### config.mk
export PLATFORM = sky130hd
export DESIGN_NAME = bpfa_region_unit
export DESIGN_NICKNAME = d
export VERILOG_FILES = /design/src/rtl/assert_macros.svh /design/src/rtl/bpfa_pkg.sv /design/src/rtl/bpfa_region_unit.sv
export SDC_FILE = /design/constraint.sdc
export NUM_CORES = 1
export LEC_CHECK = 0
export BUFFER_PORTS_ARGS = -buffer_cell sky130_fd_sc_hd__buf_2
export CAP_MARGIN = 20
export CORE_ASPECT_RATIO = 0.5
export CORE_UTILIZATION = 50
export DETAILED_ROUTE_END_ITERATION = 6
export PLACE_DENSITY = 0.83
export SYNTH_ARGS = -nofsm -noshare
export SYNTH_HDL_FRONTEND = slang
export SYNTH_SLANG_ARGS = --single-unit
### constraint.sdc
create_clock -name vclk -period 22.5
set_clock_uncertainty 0.05 [all_clocks]
set_input_delay 6.75 -clock vclk [all_inputs]
set_output_delay 6.75 -clock vclk [all_outputs]
set_load 0.1 [all_outputs]
### src/rtl/assert_macros.svh
// Assertion macros shared by the allocator RTL.
// Depends on nothing; modules include it by its bare file name.
`ifndef ASSERT_MACROS_SVH
`define ASSERT_MACROS_SVH

// Checks a property on every rising edge while reset is released.
`define BPFA_ASSERT(lbl, prop, msg) \
  lbl: assert property (@(posedge clk_i) disable iff (!rst_ni) prop) else $error(msg);

// Checks an implication between two expressions on every rising edge.
`define BPFA_ASSERT_IMP(lbl, ante, cons, msg) \
  lbl: assert property (@(posedge clk_i) disable iff (!rst_ni) (ante) |-> (cons)) \
    else $error(msg);

`endif

### src/rtl/bpfa_pkg.sv
// Shared types, widths and codes of the bitmap page frame allocator.
// Depends on nothing.
package bpfa_pkg;

  localparam int BITMAP_WORDS_DEF = 1024;
  localparam int REGION_COUNT_DEF = 3;
  localparam int REGION_MAX       = 3;

  localparam int ADDR_W  = 48;
  localparam int FRAME_W = 36;
  localparam int PAGES_W = 17;
  localparam int CAP_W   = 18;
  localparam int PAGE_SHIFT = 12;
  localparam int WORD_BITS  = 64;
  localparam int CFG_IDX_W  = 3;
  localparam int CFG_REG_COUNT = 6;

  localparam logic KIND_ALLOC = 1'b0;
  localparam logic KIND_FREE  = 1'b1;

  localparam logic [2:0] ST_OK        = 3'd0;
  localparam logic [2:0] ST_NO_MEMORY = 3'd1;
  localparam logic [2:0] ST_NULL      = 3'd2;
  localparam logic [2:0] ST_UNALIGNED = 3'd3;
  localparam logic [2:0] ST_OUTSIDE   = 3'd4;

  typedef struct packed {
    logic              kind;
    logic [ADDR_W-1:0] free_address;
  } req_t;

  typedef struct packed {
    logic [ADDR_W-1:0]  page_address;
    logic [2:0]         status;
    logic               high_usage;
    logic [PAGES_W-1:0] pages_in_use;
  } rsp_t;

  typedef struct packed {
    logic              map_hit;
    logic [CAP_W-1:0]  rem_next;
    logic [ADDR_W-1:0] addr;
    logic              look_hit;
    logic [CAP_W-1:0]  idx;
    logic [CAP_W-1:0]  acc_next;
  } region_res_t;

endpackage

### src/rtl/bpfa_region_unit.sv
// Shared region arithmetic: index to address mapping and address to index lookup.
// Depends on bpfa_pkg.
module bpfa_region_unit (
  input  logic [bpfa_pkg::FRAME_W-1:0] base_i,
  input  logic [bpfa_pkg::PAGES_W-1:0] pages_i,
  input  logic [bpfa_pkg::CAP_W-1:0]   rem_i,
  input  logic [bpfa_pkg::FRAME_W-1:0] frame_i,
  output bpfa_pkg::region_res_t        res_o
);
  import bpfa_pkg::*;

  logic [FRAME_W-1:0] frame_sum;
  logic [FRAME_W:0]   region_end;
  logic [FRAME_W-1:0] frame_off;

  always_comb begin
    frame_sum  = base_i + FRAME_W'(rem_i);
    region_end = {1'b0, base_i} + (FRAME_W+1)'(pages_i);
    frame_off  = frame_i - base_i;
    res_o.map_hit  = rem_i < CAP_W'(pages_i);
    res_o.rem_next = rem_i - CAP_W'(pages_i);
    res_o.addr     = {frame_sum, {PAGE_SHIFT{1'b0}}};
    res_o.look_hit = (frame_i >= base_i) && ({1'b0, frame_i} < region_end);
    res_o.idx      = rem_i + CAP_W'(frame_off);
    res_o.acc_next = rem_i + CAP_W'(pages_i);
  end
endmodule

== Word level (Yosys, flattened, before mapping) ==
Cells that the tools add are included.

* Output and inout port bits: 104
* Input bits: 107
* Bits in registers: 0
* Word-level logic and storage cells: 10

* Add/subtract/negate cells: 6
* Reductions and logical operators: 1
* Magnitude comparators: 3

{| class="wikitable"
|+ Operators by type and width
! operator !! count
|-
| $add 36x17->37 || 1
|-
| $lt 36x37->1 || 1
|-
| $add 36x18->36 || 1
|-
| $ge 36x36->1 || 1
|-
| $add 18x17->18 || 1
|-
| $add 18x18->18 || 1
|-
| $lt 18x17->1 || 1
|-
| $sub 18x17->18 || 1
|-
| $sub 18x18->18 || 1
|-
| $logic_and 1x1->1 || 1
|}

== Longest topological paths before layout ==
* Word-level depth: 3
* Depth in mapped cells: 20
* Gate-level depth less buffers: 20

== Worst setup path after synthesis ==
OpenSTA, ideal clock, no wires.

* Kind: input to output
* Start point: input port base_i[6] in the netlist's numbering
* End point: output port res_o[36] in the netlist's numbering
* Required time: 15.700 ns
* Data arrival time: 11.448 ns
* Buffers on the path: 1
* Cell stages on the path: 18
* Slack: 4.252 ns
* Path through: ha_1 -> a2111oi_0 -> o21ai_0 -> a31oi_1 -> o21ai_0 -> o41a_1 -> clkbuf_1 -> nand4_1 -> xnor2_1 -> ha_1 -> a21oi_1 -> nand2_1 -> a21o_1 -> a2111oi_0 -> o41ai_1 -> a21oi_1 -> o21ai_0 -> a22oi_1

{| class="wikitable"
|+ RTL lines
! item !! RTL line !! source
|-
| from (decl) || bpfa_region_unit.sv:4 || <nowiki>input logic [bpfa_pkg::FRAME_W-1:0] base_i,</nowiki>
|-
| to (decl) || bpfa_region_unit.sv:8 || <nowiki>output bpfa_pkg::region_res_t res_o</nowiki>
|}

==> impl_results.md <==
* Final sequential cell count at 0
* CORE AREA at around 14000 sq um
* Rel. slew slack at 0.3066
* Buffers & Inverters on Critical Path at 3
* Period utilization at 0.8178
* Initial cell density of the core at 0.5200
* DR vias/cell at ~5.5
* Grt ovf at 0
* CP peak stage delay at just over 0.7 ns
* CP max stage cell: o21ai_1
* Ports at about 210
* DR iter-0 viols at between 300 and 400
* Endpoint class of the critical path: output pin
* Top cell type's share of synthesized area at 0.3047
* Fin nets at between 1000 and 1500
* Rows at 30
* Status: finished, final reports clean
* Remaining DRCs at 0
* GRT Resource Usage Total at 0.2806
* CP top delay family: compound AO/OA/AOI/OAI gates
* Die height at ~87 microns
* CP max FO at 8
* Buffers on Ports at around 200
* Synth top area cells: ha_1 (30%), xnor2_1 (11%), inv_1 (8.2%), fa_1 (5.9%), a21oi_1 (4.8%)
* Die area at ~15000 sq um
* TNS Setup at 0 ns
* Period minus WS final at ~18 ns
* Routed vias at 7432
* Area Growth Syn to Fin at 15.50%
* Mapped Cells at 970
* Clkbuf count at 0
* Worst-Margin Slew at approximately 1.0 ns
* FF+latch area at 0 sq um
* Kind of critical path: in -> out
* Synth area leader: ha_1
* Resized cells post-CTS at 0
* Peak VDD IR at approximately 68 uV
* Initial antenna violation count at 1
* Half-perimeter wire length after placement at about 19000 microns
* Power per cell area at 67.27 nW/um^2
* Most Crowded Layer GR: met2
* Leak Pwr at 4.453 nW
* Total setup buffers inserted after CTS at 0
* Endpoints failing setup at 0
* Yosys warnings at 0
* Crit-path cells: buf_2 > ha_1 > inv_1 > fa_1 > nor2b_1 > o31a_1 > o2111ai_1 > nand4_1 > a31oi_1 > o21ai_1 > nand3_1 > xnor2_1 > ha_1 > nand3_1 > nand2_1 > a21o_1 > a2111oi_0 > o41ai_1 > a21oi_1 > o21ai_0 > a22oi_1 > buf_2
* DR pass1 iterations at 5
* Final count of hold timing violations at 0
* Hold Crit Class: in -> out
* Worst endpoint required time at 15.70 ns
* Setup WS pre-CTS at between 4 and 5 ns
* RSZ-0062 raised after global routing: false
* FMAX at roughly 54 MHz
* WL/cell at around 16 microns
* Met1 GRT Util at 0.3306
* WP data arrival at between 10 and 15 ns
* Share of cells above drive strength 1 at 0.1849
* Synth Cell Area at approximately 7100 sq um
* GR Util met3 at 0.03105
* Setup WS post-layout at around 4.1 ns
* First-pass GRT wire length at around 34000 microns
* Syn avg cell area at 7.365 sq um
* Startpoint Class: primary input
* Ant. Diodes at 0
* Register area share after synthesis at 0
* Number of global-route vias before repair at around 7100
* Yosys cell types at 63
* Final Max Tran Viols at 0
* Die Width at about 170 microns
* Met2 Track Usage GR at 0.5484
* Hold_buf cts at 0
* Post-Route WL at between 20000 and 25000 microns
* Final Wtd Congestion at 0.9009
* Max-cap violations at 0
* Number of antenna-violating nets in the routed design at 0
* Largest net degree at the start of global routing at 20
-- per-layer routing --
| metal | share of wire | vias to the layer above |
|---|---|---|
| met4 | 0.019 | 2 |
| li1 | - | 3653 |
| met5 | 0.00047 | - |
| met2 | 0.49 | 289 |
| met1 | 0.41 | 3454 |
| met3 | 0.077 | 34 |
-- tightest hold or removal path, delay by kind of cell --
| kind | cells | cell delay (ns) |
|---|---|---|
| XOR/XNOR | 1 | 0.06 |
| buffers and inverters | 2 | 0.38 |
-- worst paths after layout --
kind | cells after the start | slack (ns) | end | from
worst max-delay path | 22 | 4.10 | res_o[36] | base_i[0]
worst min-delay path | 3 | 13.91 | res_o[84] | base_i[35]
-- through the flow --
stage                     hold slack, ns  utilization  std cells  area (sq um)  total power, mW
final                              13.91       0.6006       1344          8252           0.5551
after global routing               13.92       0.6006       1344          8252           0.5863
after CTS                          13.91       0.6006       1344          8252           0.5535
after detailed placement           13.91       0.6006       1344          8252           0.5517
after global placement             13.91       0.6006       1344          8252           0.5450
after floorplan                    13.90            -        981          7186           0.4596
-- synthesized netlist by cell type (all sizes together) (5+ instances only) --
library cell	n
nand3	24
buf	19
o21ai	34
nor3	18
o21a	13
and2	8
nand2b	14
fa	21
a21oi	69
xnor2	90
a31oi	8
nor4	8
or3	8
a211oi	5
o41ai	5
o21bai	15
nor2	69
nand4	29
ha	174
clkbuf	9
inv	158
nand2	40
o31ai	8
a21o	35
and3	5
a2111oi	5
xor2	24
nor2b	20
-- power by group --
group          total [mW]  switching [mW]  leakage [nW]  internal [mW]
registers               0               0             0              0
logic               0.555           0.435          4.45          0.120
clock network           0               0             0              0
total               0.555           0.435          4.45          0.120
-- cell usage in the layout (no fill, tap or decap), types with 20 or more instances in the layout --
| cell type | instances |
|---|---|
| a21o_1 | 35 |
| a21oi_1 | 69 |
| buf_2 | 199 |
| fa_1 | 21 |
| ha_1 | 174 |
| inv_1 | 157 |
| nand2_1 | 40 |
| nand3_1 | 24 |
| nand4_1 | 29 |
| nor2_1 | 69 |
| nor2b_1 | 20 |
| o21ai_0 | 33 |
| xnor2_1 | 89 |
| xor2_1 | 24 |
-- cells by family after synthesis --
group           synth area share
compound gates            0.2065
buf+inv                   0.1068
other cells            0.0005249
simple gates              0.1818
xor+xnor                  0.1408
fa+ha+maj                 0.3636
-- final cells by class --
cell class | instances | area [sq um]
well taps | 192 | 240.2
repair buffers | 199 | 996.0
inverters | 158 | 593.1
fillers | 1298 | 5487
multi-input cells | 795 | 6422
No activity file was read; power rests on OpenSTA's default activity.
